==> src/design/mrw_pkg.sv <==
// ----------------------------------------------------------------------------
// mrw_pkg
// Shared types and constants of the Morton rectangle walker.
// ----------------------------------------------------------------------------
`default_nettype none

package mrw_pkg;

   localparam int DATA_W = 32;
   localparam int ADDR_W = 4;

   // register indexes, byte address = 4 * index
   localparam logic [1:0] REG_MIN_X = 2'd0;
   localparam logic [1:0] REG_MIN_Z = 2'd1;
   localparam logic [1:0] REG_MAX_X = 2'd2;
   localparam logic [1:0] REG_MAX_Z = 2'd3;

   typedef enum logic [2:0] {
      ST_IDLE,
      ST_SCAN,
      ST_DECIDE,
      ST_SEARCH,
      ST_BUILD,
      ST_FINISH
   } state_type;

   // where the emitted code comes from in the build pass
   typedef enum logic [1:0] {
      SRC_ZERO,
      SRC_CAND,
      SRC_SEARCH
   } src_type;

   typedef enum logic [1:0] {
      STATUS_OK    = 2'd0,
      STATUS_DONE  = 2'd1,
      STATUS_EMPTY = 2'd2
   } status_type;

   typedef struct packed {
      logic [DATA_W-1:0] min_x;
      logic [DATA_W-1:0] min_z;
      logic [DATA_W-1:0] max_x;
      logic [DATA_W-1:0] max_z;
   } bounds_type;

   // sequencer to datapath
   typedef struct packed {
      logic    scan_init;
      logic    scan;
      logic    search_init;
      logic    search;
      logic    build_init;
      logic    build;
      src_type src;
   } step_type;

   // datapath to sequencer
   typedef struct packed {
      logic empty;
      logic ge;
      logic fits;
      logic stop;
      logic last;
   } flags_type;

endpackage

`default_nettype wire

==> src/design/morton_rectangle_walker_top.sv <==
// ----------------------------------------------------------------------------
// morton_rectangle_walker_top
// Walks an inclusive rectangle in Morton (Z) order, one position per request.
// ----------------------------------------------------------------------------
//  channel   dir   ports                                        meaning
//  req       in    req_valid/req_ready, req_restart             restart or next
//  rsp       out   rsp_valid/rsp_ready, rsp_pos_x/z, last, stat position/status
//  csr       in    psel/penable/pwrite/paddr/pwdata/prdata/pready  bounds regs
//
//  N = COORD_BITS. A transaction runs only the scan pass when it ends in a status
//  other than ok, scan and build passes for a restart or an adjacent next code,
//  and scan, BIGMIN search and build passes otherwise: each pass handles one of the 2N code bits per cycle.
//  Reset is synchronous and needs no clearing pass.
//  The result sits in an output register; a new transaction is taken while it
//  waits, and the next result holds in the finish state until the slot frees.
// ----------------------------------------------------------------------------
`default_nettype none

module morton_rectangle_walker_top #(
   parameter int COORD_BITS = 32
) (
   input  logic                         clock,
   input  logic                         reset,
   input  logic                         psel,
   input  logic                         penable,
   input  logic                         pwrite,
   input  logic [mrw_pkg::ADDR_W-1:0]   paddr,
   input  logic [mrw_pkg::DATA_W-1:0]   pwdata,
   output logic [mrw_pkg::DATA_W-1:0]   prdata,
   output logic                         pready,
   input  logic                         req_valid,
   output logic                         req_ready,
   input  logic                         req_restart,
   output logic                         rsp_valid,
   input  logic                         rsp_ready,
   output logic signed [31:0]           rsp_pos_x,
   output logic signed [31:0]           rsp_pos_z,
   output logic                         rsp_last,
   output logic [1:0]                   rsp_status
);
   import mrw_pkg::*;

   localparam int KW = $clog2(2 * COORD_BITS);

   bounds_type                    bounds;
   step_type                      step;
   flags_type                     flags;
   logic [KW-1:0]                 bit_idx;
   logic                          load;
   logic                          rsp_free;
   status_type                    status;
   logic signed [COORD_BITS-1:0]  pos_x, pos_z;

   logic               rsp_valid_ff, rsp_valid_in;
   logic signed [31:0] rsp_x_ff, rsp_x_in;
   logic signed [31:0] rsp_z_ff, rsp_z_in;
   logic               rsp_last_ff, rsp_last_in;
   logic [1:0]         rsp_status_ff, rsp_status_in;

   mrw_csr u_csr (
      .clock   (clock),
      .reset   (reset),
      .psel    (psel),
      .penable (penable),
      .pwrite  (pwrite),
      .paddr   (paddr),
      .pwdata  (pwdata),
      .prdata  (prdata),
      .bounds  (bounds)
   );

   mrw_datapath #(.COORD_BITS(COORD_BITS)) u_datapath (
      .clock   (clock),
      .reset   (reset),
      .bounds  (bounds),
      .step    (step),
      .bit_idx (bit_idx),
      .flags   (flags),
      .pos_x   (pos_x),
      .pos_z   (pos_z)
   );

   mrw_ctrl #(.COORD_BITS(COORD_BITS)) u_ctrl (
      .clock       (clock),
      .reset       (reset),
      .req_valid   (req_valid),
      .req_restart (req_restart),
      .req_ready   (req_ready),
      .rsp_free    (rsp_free),
      .flags       (flags),
      .step        (step),
      .bit_idx     (bit_idx),
      .load        (load),
      .status      (status)
   );

   assign rsp_free = ~rsp_valid_ff | rsp_ready;

   always_comb begin
      rsp_valid_in  = rsp_valid_ff;
      rsp_x_in      = rsp_x_ff;
      rsp_z_in      = rsp_z_ff;
      rsp_last_in   = rsp_last_ff;
      rsp_status_in = rsp_status_ff;
      if (load) begin
         rsp_valid_in  = 1'b1;
         rsp_status_in = status;
         if (status == STATUS_OK) begin
            rsp_x_in    = 32'(pos_x);
            rsp_z_in    = 32'(pos_z);
            rsp_last_in = flags.last;
         end else begin
            rsp_x_in    = '0;
            rsp_z_in    = '0;
            rsp_last_in = 1'b0;
         end
      end else if (rsp_ready) begin
         rsp_valid_in = 1'b0;
      end
   end

   always_ff @(posedge clock) begin
      if (reset) begin
         rsp_valid_ff <= 1'b0;
      end else begin
         rsp_valid_ff <= rsp_valid_in;
      end
   end

   always_ff @(posedge clock) begin
      rsp_x_ff      <= rsp_x_in;
      rsp_z_ff      <= rsp_z_in;
      rsp_last_ff   <= rsp_last_in;
      rsp_status_ff <= rsp_status_in;
   end

   assign pready     = 1'b1;
   assign rsp_valid  = rsp_valid_ff;
   assign rsp_pos_x  = rsp_x_ff;
   assign rsp_pos_z  = rsp_z_ff;
   assign rsp_last   = rsp_last_ff;
   assign rsp_status = rsp_status_ff;

   a_err_zero: assert property (@(posedge clock) disable iff (reset)
      rsp_valid && rsp_status != STATUS_OK
         |-> rsp_pos_x == '0 && rsp_pos_z == '0 && !rsp_last)
      else $error("non-ok result carries a position");

   a_busy_after_accept: assert property (@(posedge clock) disable iff (reset)
      req_valid && req_ready |=> !req_ready)
      else $error("second transaction taken while one is in flight");

endmodule

`default_nettype wire

==> src/design/mrw_csr.sv <==
// ----------------------------------------------------------------------------
// mrw_csr
// APB register file holding the rectangle bounds.
// ----------------------------------------------------------------------------
`default_nettype none

module mrw_csr (
   input  logic                         clock,
   input  logic                         reset,
   input  logic                         psel,
   input  logic                         penable,
   input  logic                         pwrite,
   input  logic [mrw_pkg::ADDR_W-1:0]   paddr,
   input  logic [mrw_pkg::DATA_W-1:0]   pwdata,
   output logic [mrw_pkg::DATA_W-1:0]   prdata,
   output mrw_pkg::bounds_type          bounds
);
   import mrw_pkg::*;

   bounds_type bounds_ff, bounds_in;
   logic       wr_en;
   logic [1:0] reg_sel;

   always_comb begin
      reg_sel   = paddr[ADDR_W-1:2];
      wr_en     = psel & penable & pwrite;
      bounds_in = bounds_ff;
      if (wr_en) begin
         unique case (reg_sel)
            REG_MIN_X: bounds_in.min_x = pwdata;
            REG_MIN_Z: bounds_in.min_z = pwdata;
            REG_MAX_X: bounds_in.max_x = pwdata;
            REG_MAX_Z: bounds_in.max_z = pwdata;
         endcase
      end
   end

   always_comb begin
      unique case (reg_sel)
         REG_MIN_X: prdata = bounds_ff.min_x;
         REG_MIN_Z: prdata = bounds_ff.min_z;
         REG_MAX_X: prdata = bounds_ff.max_x;
         REG_MAX_Z: prdata = bounds_ff.max_z;
      endcase
   end

   always_ff @(posedge clock) begin
      if (reset) begin
         bounds_ff <= '0;
      end else begin
         bounds_ff <= bounds_in;
      end
   end

   assign bounds = bounds_ff;

endmodule

`default_nettype wire

==> src/design/mrw_datapath.sv <==
// ----------------------------------------------------------------------------
// mrw_datapath
// Bit-serial datapath: one code bit per cycle in each of three passes.
// ----------------------------------------------------------------------------
`default_nettype none

module mrw_datapath #(
   parameter int COORD_BITS = 32
) (
   input  logic                                 clock,
   input  logic                                 reset,
   input  mrw_pkg::bounds_type                  bounds,
   input  mrw_pkg::step_type                    step,
   input  logic [$clog2(2*COORD_BITS)-1:0]      bit_idx,
   output mrw_pkg::flags_type                   flags,
   output logic signed [COORD_BITS-1:0]         pos_x,
   output logic signed [COORD_BITS-1:0]         pos_z
);
   import mrw_pkg::*;

   localparam int CW = 2 * COORD_BITS;
   localparam int KW = $clog2(CW);
   localparam int JW = KW - 1;
   localparam logic [JW-1:0] J_MSB = JW'(COORD_BITS - 1);

   // current_code lives here; cand and max code are filled by the scan pass
   logic [CW-1:0]          code_ff, code_in;
   logic [CW-1:0]          cand_ff, cand_in;
   logic [CW-1:0]          mx_ff, mx_in;
   logic [COORD_BITS-1:0]  posx_ff, posx_in;
   logic [COORD_BITS-1:0]  posz_ff, posz_in;

   logic br_x_ff, br_x_in, br_z_ff, br_z_in;
   logic cy_ff, cy_in;
   logic le_x_ff, le_x_in, le_z_ff, le_z_in;
   logic ge_ff, ge_in;
   logic empty_x_ff, empty_x_in, empty_z_ff, empty_z_in;
   logic [1:0]    hio_ff, hio_in;
   logic          found_ff, found_in;
   logic [KW-1:0] bpos_ff, bpos_in;
   logic cx_ff, cx_in, cz_ff, cz_in;
   logic eq_ff, eq_in;

   logic [COORD_BITS-1:0] min_x_c, min_z_c, max_x_c, max_z_c;
   logic          dim;
   logic [JW-1:0] j;
   logic min_b, max_b, br, diff_b, br_out, br_flip;
   logic cur_b, cand_b, le, le_next, ge_next;
   logic s_c, s_h, stop;
   logic code_b, carry, sum_b, carry_out;

   always_comb begin
      min_x_c = bounds.min_x[COORD_BITS-1:0];
      min_z_c = bounds.min_z[COORD_BITS-1:0];
      max_x_c = bounds.max_x[COORD_BITS-1:0];
      max_z_c = bounds.max_z[COORD_BITS-1:0];
      dim     = bit_idx[0];
      j       = bit_idx[KW-1:1];
      min_b   = dim ? min_z_c[j] : min_x_c[j];
      max_b   = dim ? max_z_c[j] : max_x_c[j];

      // serial subtract max - min gives the offset extent (max code bit)
      br      = dim ? br_z_ff : br_x_ff;
      diff_b  = max_b ^ min_b ^ br;
      br_out  = (~max_b & min_b) | (~(max_b ^ min_b) & br);
      // same borrow with sign bits flipped: signed min > max
      br_flip = (max_b & ~min_b) | (~(max_b ^ min_b) & br);

      // cand = current + 1, compared per axis against the extent
      cur_b   = code_ff[bit_idx];
      cand_b  = cur_b ^ cy_ff;
      le      = dim ? le_z_ff : le_x_ff;
      le_next = (cand_b == diff_b) ? le : (diff_b & ~cand_b);
      ge_next = (cur_b == diff_b) ? ge_ff : (cur_b & ~diff_b);

      // BIGMIN step, MSB first; hi of an axis turns all ones once cut
      s_c  = cand_ff[bit_idx];
      s_h  = hio_ff[dim] | mx_ff[bit_idx];
      stop = s_c & ~s_h;

      unique case (step.src)
         SRC_ZERO:   code_b = 1'b0;
         SRC_CAND:   code_b = cand_ff[bit_idx];
         SRC_SEARCH: begin
            if (!found_ff) begin
               code_b = mx_ff[bit_idx];
            end else if (bit_idx > bpos_ff) begin
               code_b = cand_ff[bit_idx];
            end else begin
               code_b = (bit_idx == bpos_ff);
            end
         end
         default:    code_b = 1'b0;
      endcase
      carry     = dim ? cz_ff : cx_ff;
      sum_b     = min_b ^ code_b ^ carry;
      carry_out = (min_b & code_b) | (min_b & carry) | (code_b & carry);
   end

   always_comb begin
      code_in    = code_ff;
      cand_in    = cand_ff;
      mx_in      = mx_ff;
      posx_in    = posx_ff;
      posz_in    = posz_ff;
      br_x_in    = br_x_ff;
      br_z_in    = br_z_ff;
      cy_in      = cy_ff;
      le_x_in    = le_x_ff;
      le_z_in    = le_z_ff;
      ge_in      = ge_ff;
      empty_x_in = empty_x_ff;
      empty_z_in = empty_z_ff;
      hio_in     = hio_ff;
      found_in   = found_ff;
      bpos_in    = bpos_ff;
      cx_in      = cx_ff;
      cz_in      = cz_ff;
      eq_in      = eq_ff;

      if (step.scan_init) begin
         br_x_in    = 1'b0;
         br_z_in    = 1'b0;
         cy_in      = 1'b1;
         le_x_in    = 1'b1;
         le_z_in    = 1'b1;
         ge_in      = 1'b1;
         empty_x_in = 1'b0;
         empty_z_in = 1'b0;
      end
      if (step.scan) begin
         cand_in = {cand_b, cand_ff[CW-1:1]};
         mx_in   = {diff_b, mx_ff[CW-1:1]};
         cy_in   = cur_b & cy_ff;
         ge_in   = ge_next;
         if (dim) begin
            br_z_in = br_out;
            le_z_in = le_next;
            if (j == J_MSB) begin
               empty_z_in = br_flip;
            end
         end else begin
            br_x_in = br_out;
            le_x_in = le_next;
            if (j == J_MSB) begin
               empty_x_in = br_flip;
            end
         end
      end

      if (step.search_init) begin
         hio_in   = 2'b00;
         found_in = 1'b0;
      end
      if (step.search && !s_c && s_h) begin
         found_in     = 1'b1;
         bpos_in      = bit_idx;
         hio_in[dim]  = 1'b1;
      end

      if (step.build_init) begin
         cx_in = 1'b0;
         cz_in = 1'b0;
         eq_in = 1'b1;
      end
      if (step.build) begin
         code_in = {code_b, code_ff[CW-1:1]};
         eq_in   = eq_ff & (code_b == mx_ff[bit_idx]);
         if (dim) begin
            posz_in = {sum_b, posz_ff[COORD_BITS-1:1]};
            cz_in   = carry_out;
         end else begin
            posx_in = {sum_b, posx_ff[COORD_BITS-1:1]};
            cx_in   = carry_out;
         end
      end
   end

   always_ff @(posedge clock) begin
      if (reset) begin
         code_ff <= '0;
      end else begin
         code_ff <= code_in;
      end
   end

   always_ff @(posedge clock) begin
      cand_ff    <= cand_in;
      mx_ff      <= mx_in;
      posx_ff    <= posx_in;
      posz_ff    <= posz_in;
      br_x_ff    <= br_x_in;
      br_z_ff    <= br_z_in;
      cy_ff      <= cy_in;
      le_x_ff    <= le_x_in;
      le_z_ff    <= le_z_in;
      ge_ff      <= ge_in;
      empty_x_ff <= empty_x_in;
      empty_z_ff <= empty_z_in;
      hio_ff     <= hio_in;
      found_ff   <= found_in;
      bpos_ff    <= bpos_in;
      cx_ff      <= cx_in;
      cz_ff      <= cz_in;
      eq_ff      <= eq_in;
   end

   always_comb begin
      flags.empty = empty_x_ff | empty_z_ff;
      flags.ge    = ge_ff;
      flags.fits  = le_x_ff & le_z_ff;
      flags.stop  = stop;
      flags.last  = eq_ff;
   end

   assign pos_x = posx_ff;
   assign pos_z = posz_ff;

endmodule

`default_nettype wire

==> src/design/mrw_ctrl.sv <==
// ----------------------------------------------------------------------------
// mrw_ctrl
// Sequencer: scan, decide, BIGMIN search and build passes, walk state.
// ----------------------------------------------------------------------------
`default_nettype none

module mrw_ctrl #(
   parameter int COORD_BITS = 32
) (
   input  logic                              clock,
   input  logic                              reset,
   input  logic                              req_valid,
   input  logic                              req_restart,
   output logic                              req_ready,
   input  logic                              rsp_free,
   input  mrw_pkg::flags_type                flags,
   output mrw_pkg::step_type                 step,
   output logic [$clog2(2*COORD_BITS)-1:0]   bit_idx,
   output logic                              load,
   output mrw_pkg::status_type               status
);
   import mrw_pkg::*;

   localparam int KW = $clog2(2 * COORD_BITS);
   localparam logic [KW-1:0] K_LAST = KW'(2 * COORD_BITS - 1);

   state_type     state_ff, state_in;
   logic [KW-1:0] k_ff, k_in;
   logic          restart_ff, restart_in;
   logic          active_ff, active_in;
   status_type    status_ff, status_in;
   src_type       src_ff, src_in;

   always_comb begin
      state_in   = state_ff;
      k_in       = k_ff;
      restart_in = restart_ff;
      active_in  = active_ff;
      status_in  = status_ff;
      src_in     = src_ff;
      step       = '0;
      step.src   = src_ff;
      req_ready  = 1'b0;
      load       = 1'b0;

      unique case (state_ff)
         ST_IDLE: begin
            req_ready = 1'b1;
            if (req_valid) begin
               restart_in     = req_restart;
               k_in           = '0;
               step.scan_init = 1'b1;
               state_in       = ST_SCAN;
            end
         end
         ST_SCAN: begin
            step.scan = 1'b1;
            k_in      = k_ff + 1'b1;
            if (k_ff == K_LAST) begin
               k_in     = '0;
               state_in = ST_DECIDE;
            end
         end
         ST_DECIDE: begin
            status_in = STATUS_OK;
            priority if (restart_ff && flags.empty) begin
               status_in = STATUS_EMPTY;
               active_in = 1'b0;
               state_in  = ST_FINISH;
            end else if (restart_ff) begin
               src_in          = SRC_ZERO;
               step.build_init = 1'b1;
               state_in        = ST_BUILD;
            end else if (!active_ff) begin
               status_in = STATUS_DONE;
               state_in  = ST_FINISH;
            end else if (flags.empty) begin
               status_in = STATUS_EMPTY;
               active_in = 1'b0;
               state_in  = ST_FINISH;
            end else if (flags.ge) begin
               status_in = STATUS_DONE;
               active_in = 1'b0;
               state_in  = ST_FINISH;
            end else if (flags.fits) begin
               src_in          = SRC_CAND;
               step.build_init = 1'b1;
               state_in        = ST_BUILD;
            end else begin
               step.search_init = 1'b1;
               k_in             = K_LAST;
               state_in         = ST_SEARCH;
            end
         end
         ST_SEARCH: begin
            step.search = 1'b1;
            k_in        = k_ff - 1'b1;
            if (flags.stop || k_ff == '0) begin
               k_in            = '0;
               src_in          = SRC_SEARCH;
               step.build_init = 1'b1;
               state_in        = ST_BUILD;
            end
         end
         ST_BUILD: begin
            step.build = 1'b1;
            k_in       = k_ff + 1'b1;
            if (k_ff == K_LAST) begin
               k_in     = '0;
               state_in = ST_FINISH;
            end
         end
         ST_FINISH: begin
            if (status_ff == STATUS_OK) begin
               active_in = ~flags.last;
            end
            if (rsp_free) begin
               load     = 1'b1;
               state_in = ST_IDLE;
            end
         end
         default: begin
            state_in = ST_IDLE;
         end
      endcase
   end

   always_ff @(posedge clock) begin
      if (reset) begin
         state_ff  <= ST_IDLE;
         k_ff      <= '0;
         active_ff <= 1'b0;
      end else begin
         state_ff  <= state_in;
         k_ff      <= k_in;
         active_ff <= active_in;
      end
   end

   always_ff @(posedge clock) begin
      restart_ff <= restart_in;
      status_ff  <= status_in;
      src_ff     <= src_in;
   end

   assign bit_idx = k_ff;
   assign status  = status_ff;

   // the search only runs for a next request inside a live walk
   a_search_in_walk: assert property (@(posedge clock) disable iff (reset)
      state_ff == ST_SEARCH |-> !restart_ff && active_ff)
      else $error("search pass outside an active walk");

   a_zero_on_restart: assert property (@(posedge clock) disable iff (reset)
      state_ff == ST_BUILD && src_ff == SRC_ZERO |-> restart_ff)
      else $error("minimum corner built without restart");

endmodule

`default_nettype wire
==> config.mk <==
export PLATFORM = sky130hd
export DESIGN_NAME = morton_rectangle_walker_top
export DESIGN_NICKNAME = d
export VERILOG_FILES = /design/src/design/mrw_pkg.sv /design/src/design/morton_rectangle_walker_top.sv /design/src/design/mrw_csr.sv /design/src/design/mrw_datapath.sv /design/src/design/mrw_ctrl.sv
export SDC_FILE = /design/constraint.sdc
export NUM_CORES = 1
export LEC_CHECK = 0
export BUFFER_PORTS_ARGS = -buffer_cell sky130_fd_sc_hd__clkbuf_2
export CORE_MARGIN = 2
export CORE_UTILIZATION = 40
export DETAILED_ROUTE_END_ITERATION = 6
export HOLD_SLACK_MARGIN = 0.15
export PLACE_DENSITY = 0.56
export SKIP_CTS_REPAIR_TIMING = 1
export SLEW_MARGIN = 20
export SYNTH_ARGS = -nofsm -noshare
export SYNTH_HDL_FRONTEND = slang
export SYNTH_SLANG_ARGS = --single-unit
==> constraint.sdc <==
create_clock -name clock -period 6 [get_ports clock]
set_clock_uncertainty 0.2 [all_clocks]
set_input_delay 0.6 -clock clock [delete_from_list [all_inputs] [get_ports clock]]
set_output_delay 0.6 -clock clock [all_outputs]
set_load 0.02 [all_outputs]
Yosys cells after proc, flatten, opt, wreduce, memory -nomap -nowiden
Cells that the tools add are included.
Storage, ports and cells
  flip-flop bits (word level): 487
  logic and storage cells: 270
  bits of input ports: 44
  output and inout bits: 102
Operators by class
  magnitude comparators: 5
  equality and inequality tests: 34
  reduce and logical (&&, ||, !) cells: 30
  bitwise operators: 36
  muxes and demuxes: 128
  $add $sub $neg: 2
Operators with widths (number)
  case mux 32 bit (4 select lines): 1
  two-way mux 1 bit: 81
  two-way mux 6 bit: 9
  two-way mux 3 bit: 11
  two-way mux 2 bit: 12
  case mux 6 bit (4 select lines): 1
  binary-select mux 1 bit (select 5 bit): 4
  binary-select mux 1 bit (select 6 bit): 3
  != test 2 bit (second input constant): 9
  case mux 3 bit (6 select lines): 1
  AND reduction 2 bit: 8
  AND 1 bit: 14
  nonzero test 2 bit: 5
  NOT 1 bit: 9
  != test 2 x 1 -> 1 bit (second input constant): 4
  AND reduction 8 bit: 1
  less-than comparator 6 x 7 -> 1 bit (second input constant): 1
  bitwise OR 1 bit: 7
  AND reduction 7 bit: 1
  adder 6 x 1 -> 6 bit (second input constant): 1
  == test 2 bit (second input constant): 3
  == test 3 x 2 -> 1 bit (second input constant): 2
  == test 3 bit (second input constant): 2
  == test 6 bit: 1
  28 further kinds: 44

Depth between registers and ports, before layout
  depth in word-level cells: 11
  depth in mapped cells: 15
  depth with buffers taken out: 12

Hierarchy
From an unflattened synthesis, not the netlist that was laid out.
Second synthesis, totals
  cells, all modules: 1499
  area total of the unflattened synthesis: 21390.5 um2
Modules (own cells, without submodules)
  mrw_datapath: area an instance 11801.3 um2, cells each 721, times used 1, sequential area each 7537.2 um2
  mrw_csr: area an instance 5889.4 um2, cells each 494, times used 1, sequential area each 2562.5 um2
  morton_rectangle_walker_top: area an instance 2538.7 um2, cells each 146, times used 1, sequential area each 2031.9 um2
  mrw_ctrl: area an instance 1161.1 um2, cells each 138, times used 1, sequential area each 350.3 um2

Worst setup path before layout
No wires, ideal clock.
  path type: reg2reg
  from: register u_ctrl.state_ff[0]
  to: register u_ctrl.state_ff[1]
  path slack: 1.257 ns
  path buffers: 0
  data arrival time: 4.428 ns
  stages on the path, launching flop included: 9
  period minus slack after synthesis: 4.743 ns
  cells stage by stage: dfxtp_1 inv_1 or3_1 inv_1 nor2_1 a31o_2 nand2_1 a21oi_1 o21ba_2
Between the ends
  cells in the longest elaborated chain, start to end: 3
  elaborated cells on any way between the ends: 13
  those cells by class: eq/ne: 10; mux: 1; reduce/logical: 2
Ends and longest elaborated chain
  start: declaration: RTL line mrw_ctrl.sv:27  | state_type state_ff, state_in;
  start signal: assignment: RTL line mrw_ctrl.sv:134  | state_ff <= state_in;
  == test 3 bit (tied with other cells): RTL line mrw_ctrl.sv:46  | unique case (state_ff)
  != test 2 x 1 -> 1 bit (no line) or != test 2 bit (tied branches)
  AND reduction 5 bit (no line)
Parallel ways exist; a longest one is shown, timed or not.
A chain may end at the register's enable or synchronous reset.

Worst setup path after layout
  from: register u_ctrl.k_ff[1] (netlist: u_ctrl.bit_idx[1])
  to: register u_datapath.cx_ff
Between the ends
  cells in the longest elaborated chain, start to end: 11
  elaborated cells on any way between the ends: 29
  those cells by class: order compare: 1; eq/ne: 1; mux: 17; bitwise: 8; reduce/logical: 2
Ends and longest elaborated chain
  start: declaration: RTL line mrw_ctrl.sv:28  | logic [KW-1:0] k_ff, k_in;
  start signal: assignment: RTL line mrw_ctrl.sv:135  | k_ff <= k_in;
  binary-select mux 1 bit (select 6 bit): RTL line mrw_datapath.sv:78, mrw_datapath.sv:86
  two-way mux 1 bit (not written as such): RTL line mrw_datapath.sv:78, mrw_datapath.sv:86
  bitwise OR 1 bit: RTL line mrw_datapath.sv:78  | s_h = hio_ff[dim] | mx_ff[bit_idx];
  NOT 1 bit: RTL line mrw_datapath.sv:79  | stop = s_c & ~s_h;
  AND 1 bit: RTL line mrw_datapath.sv:79
  logical OR 1 bit: RTL line mrw_ctrl.sv:98  | if (flags.stop || k_ff == '0) begin
  two-way mux 1 bit: RTL line mrw_ctrl.sv:98
  case mux 1 bit (2 select lines): RTL line mrw_ctrl.sv:46
  two-way mux 1 bit: RTL line mrw_datapath.sv:161  | if (step.build_init) begin
  two-way mux 1 bit: RTL line mrw_datapath.sv:169  | if (dim) begin
  two-way mux 1 bit (*): RTL line mrw_datapath.sv:166  | if (step.build) begin
  named net u_datapath.cx_in: RTL line mrw_datapath.sv:41  | logic cx_ff, cx_in, cz_ff, cz_in;
  end signal: assignment: RTL line mrw_datapath.sv:203  | cx_ff <= cx_in;
  end: declaration: RTL line mrw_datapath.sv:41
The timed path passes the listed nets; every way through them passes the cells marked *. The select of a mux whose other input is x is not followed.

==> flow_metrics.tcl <==
set metrics [dict create \
    detail_route.wirelength_um 46200 \
    postSynthNetCount 1699 \
    report.final.hold_viol_count 0 \
    die_height_um 230 \
    synth_area_leaders "sky130_fd_sc_hd__edfxtp_1 40%, sky130_fd_sc_hd__dfxtp_1 21%, sky130_fd_sc_hd__mux4_2 14%" \
    total_net_switching_power_w 0.00249 \
    run_status "finished clean" \
    p_per_area_nw_per_um2 387 \
    combPwrFrac 0.160 \
    grt_max_degree 146 \
    cp_depth 12 \
    syn-instance-count 1638 \
    worst-endpoint-required_ps 6240 \
    drt_iter0_markers 1153 \
    final_period_minus_worst_setup_slack_ps 4500 \
    power_switching_share 0.273 \
    design.portCount 146 \
    critical_path.startpoint_type "flop" \
    clock-sinks 487 \
    min_path_type "flop to flop" \
    later_pin_clock_latency_in_the_skew_report_ps 590 \
    clock.fmax_mhz 222 \
    fp.dieArea_sq_um 52700 \
    route.detailed.vias_per_inst 5.31 \
    timing.critical_path.cells "buf_4 > buf_4 > mux4_2 > o32ai_1 > o21ai_0 > a32oi_1 > a211oi_1 > o21bai_1 > inv_1 > ha_1 > nor4_1 > a22oi_1" \
    clockPowerShare 0.346 \
    ctsHtreeMaxLevel 2 \
    slew_headroom 0.292 \
    critical_path_buf_inv_count 3 \
    avgRoutedWirePerCell_um 18.6 \
    synth-async-reset-ratio 0 \
    initial_antenna_violation_count 0 \
    core_region_area_sq_um 50200 \
    postLayoutCellArea_sq_um 23600 \
    layout_stage_area_growth_over_the_synthesis_result_pct 16.2 \
    layout-drive-gt1-share 0.214 \
    critPathSlowestCell "sky130_fd_sc_hd__dfxtp_4" \
    worst-slew-pin-transition_ps 1060 \
    timing.max_cap.violations 0 \
    layout_common_cells "418 x sky130_fd_sc_hd__nand2_1, 273 x sky130_fd_sc_hd__edfxtp_1, 211 x sky130_fd_sc_hd__dfxtp_1" \
    synth_seq_cells 487 \
    global_route.overflow_total 0 \
    timing.critical_path.max_delay_family "compound AO/OA/AOI/OAI gates" \
    cts_buffers 50 \
    path_class "flop to flop" \
    post-dp-hpwl_um 27900 \
    yosysWarnings 0 \
    total_power_w 0.00914 \
    synth_largest_area_cell "sky130_fd_sc_hd__edfxtp_1" \
    final_antenna_net_count 0 \
    tritoncts "built" \
    num_vias 13200 \
    synth_sequential_area_ratio 0.614 \
    gr-usage-all-layers 0.174 \
    grt_first_pass_wirelength_um 73000 \
    vias_in_the_first_global_route 12800 \
    power.internal_w 0.00665 \
    cts.path.max_buffers 3 \
    path_common_cell "sky130_fd_sc_hd__buf_4" \
    netlist_area_sq_um 20300 \
    power_leakage_nw 7.96 \
    grt_setup_unrepaired "no" \
    avgSynthCellArea_sq_um 12.4 \
    detailed_place.area_sq_um 21600 \
    number_of_core_rows 82 \
    min_delay_path_depth 0 \
    power.share.sequential 0.493 \
    crit_path_max_fanout 37 \
    setup_tns_ps 0 \
    effective_utilization_at_floorplan 0.405 \
    io_buffer_count 142 \
    timing.critical_path.to_type "flop" \
    antenna_cells_inserted 0 \
    final_min_period_over_clock_period 0.750 \
    drcViolationCount 0 \
    worst_ep_arrival_time_ps 4740 \
    drv_slew 0 \
    drtPass1Iterations 5 \
    layout_commonest_cell "sky130_fd_sc_hd__nand2_1" \
    r2r.worst_path.cells 12 \
    fill_cells 4517 \
    multiInputGateArea_sq_um 7330 \
    synth_top_area_frac 0.403 \
    final-setup-viol-count 0 \
    power.ir.vdd_worst_mv 0.217 \
    cts-root-buf "sky130_fd_sc_hd__clkbuf_16" \
    nNetsFinal 1829 \
    dominant_register_cell_in_the_synthesized_netlist "sky130_fd_sc_hd__edfxtp_1" \
    clk_pin_slew_ps 70 \
    area_taken_by_flip_flops_and_latches_sq_um 12500 \
    chipWidth_um 230 \
    synth-edff-count 273 \
    slowest_cell_delay_on_critical_path_ps 830 \
    place_congestion 0.814 \
    yosys.cell_types.count 57 \
]
[logic make-up after synthesis]
| group | share of synthesized area |
|---|---|
| adder cells (fa/ha/maj) | 0.0112 |
| AO/OA/AOI/OAI | 0.0718 |
| XOR/XNOR | 0.00258 |
| flip-flops | 0.614 |
| multiplexers | 0.150 |
| other | 0.000184 |
| buffers and inverters | 0.0286 |
| AND/OR/NAND/NOR | 0.121 |
[routing by layer]
| layer | routed length [um] | vias to the layer above | track usage |
|---|---|---|---|
| li1 | - | 6162 | - |
| met1 | 21000 | 6553 | 0.246 |
| met2 | 21900 | 372 | 0.277 |
| met3 | 2400 | 82 | 0.0308 |
| met4 | 1000 | 0 | 0.0489 |
| met5 | 0 | - | 0 |
[power by group through the flow]
stage / logic, W / registers (W) / clock network (W)
5_1_grt: 0.00160 / 0.00458 / 0.00339
3_3_place_gp: 0.00144 / 0.00457 / 0
4_1_cts: 0.00147 / 0.00452 / 0.00324
2_1_floorplan: 0.00110 / 0.00448 / 0
6_report: 0.00146 / 0.00451 / 0.00317
3_5_place_dp: 0.00146 / 0.00458 / 0
[Yosys cell counts (12+ instances only)]
| cell | n |
|---|---|
| sky130_fd_sc_hd__a21oi_1 | 202 |
| sky130_fd_sc_hd__and2_1 | 70 |
| sky130_fd_sc_hd__buf_2 | 12 |
| sky130_fd_sc_hd__clkbuf_1 | 89 |
| sky130_fd_sc_hd__dfxtp_1 | 214 |
| sky130_fd_sc_hd__edfxtp_1 | 273 |
| sky130_fd_sc_hd__ha_1 | 15 |
| sky130_fd_sc_hd__inv_1 | 23 |
| sky130_fd_sc_hd__mux4_2 | 128 |
| sky130_fd_sc_hd__nand2_1 | 419 |
| sky130_fd_sc_hd__nand3_1 | 15 |
| sky130_fd_sc_hd__nor2_1 | 32 |
| sky130_fd_sc_hd__o21ai_0 | 19 |
[flip-flops by register name (all words and copies together) (netlist names), 2 cells and up]
name	count
u_datapath.pos_x	32
rsp_pos_x	32
u_csr.bounds	128
u_ctrl.bit_idx	6
u_datapath.cand_ff	64
u_ctrl.status	2
rsp_pos_z	32
u_ctrl.src_ff	2
rsp_status	2
u_datapath.pos_z	32
u_datapath.code_ff	64
u_datapath.bpos_ff	6
u_datapath.mx_ff	64
u_ctrl.state_ff	3
u_datapath.hio_ff	2
[worst paths after layout]
| kind | slack [ps] | start | endpoint |
|---|---|---|---|
| max | 1500 | u_ctrl.bit_idx[1] | u_datapath.cx_ff |
| min | 240 | u_datapath.pos_z[10] | u_datapath.pos_z[9] |
| max reg2reg | 1500 | u_ctrl.bit_idx[1] | u_datapath.cx_ff |
| min reg2reg | 240 | u_datapath.pos_z[10] | u_datapath.pos_z[9] |
[through the flow]
| stage | utilization | setup WS, ps | instances | hold slack [ps] |
|---|---|---|---|---|
| 5_1_grt | 0.471 | 1090 | 2479 | 248 |
| 3_3_place_gp | 0.431 | 1590 | 2355 | 220 |
| 3_5_place_dp | 0.431 | 1520 | 2355 | 223 |
| 2_1_floorplan | - | 1260 | 1638 | 217 |
| 6_report | 0.471 | 1500 | 2479 | 236 |
| 4_1_cts | 0.464 | 1480 | 2446 | 18.2 |
[cell type report]
cell class	instances	area share
tap	672	0.0356
multi-input combinational	1012	0.310
clock inverter	18	0.0100
clock buffer	73	0.0614
timing repair buffer	194	0.0505
inverter	23	0.00376
sequential	487	0.529
(Power assumes the default switching activity.)
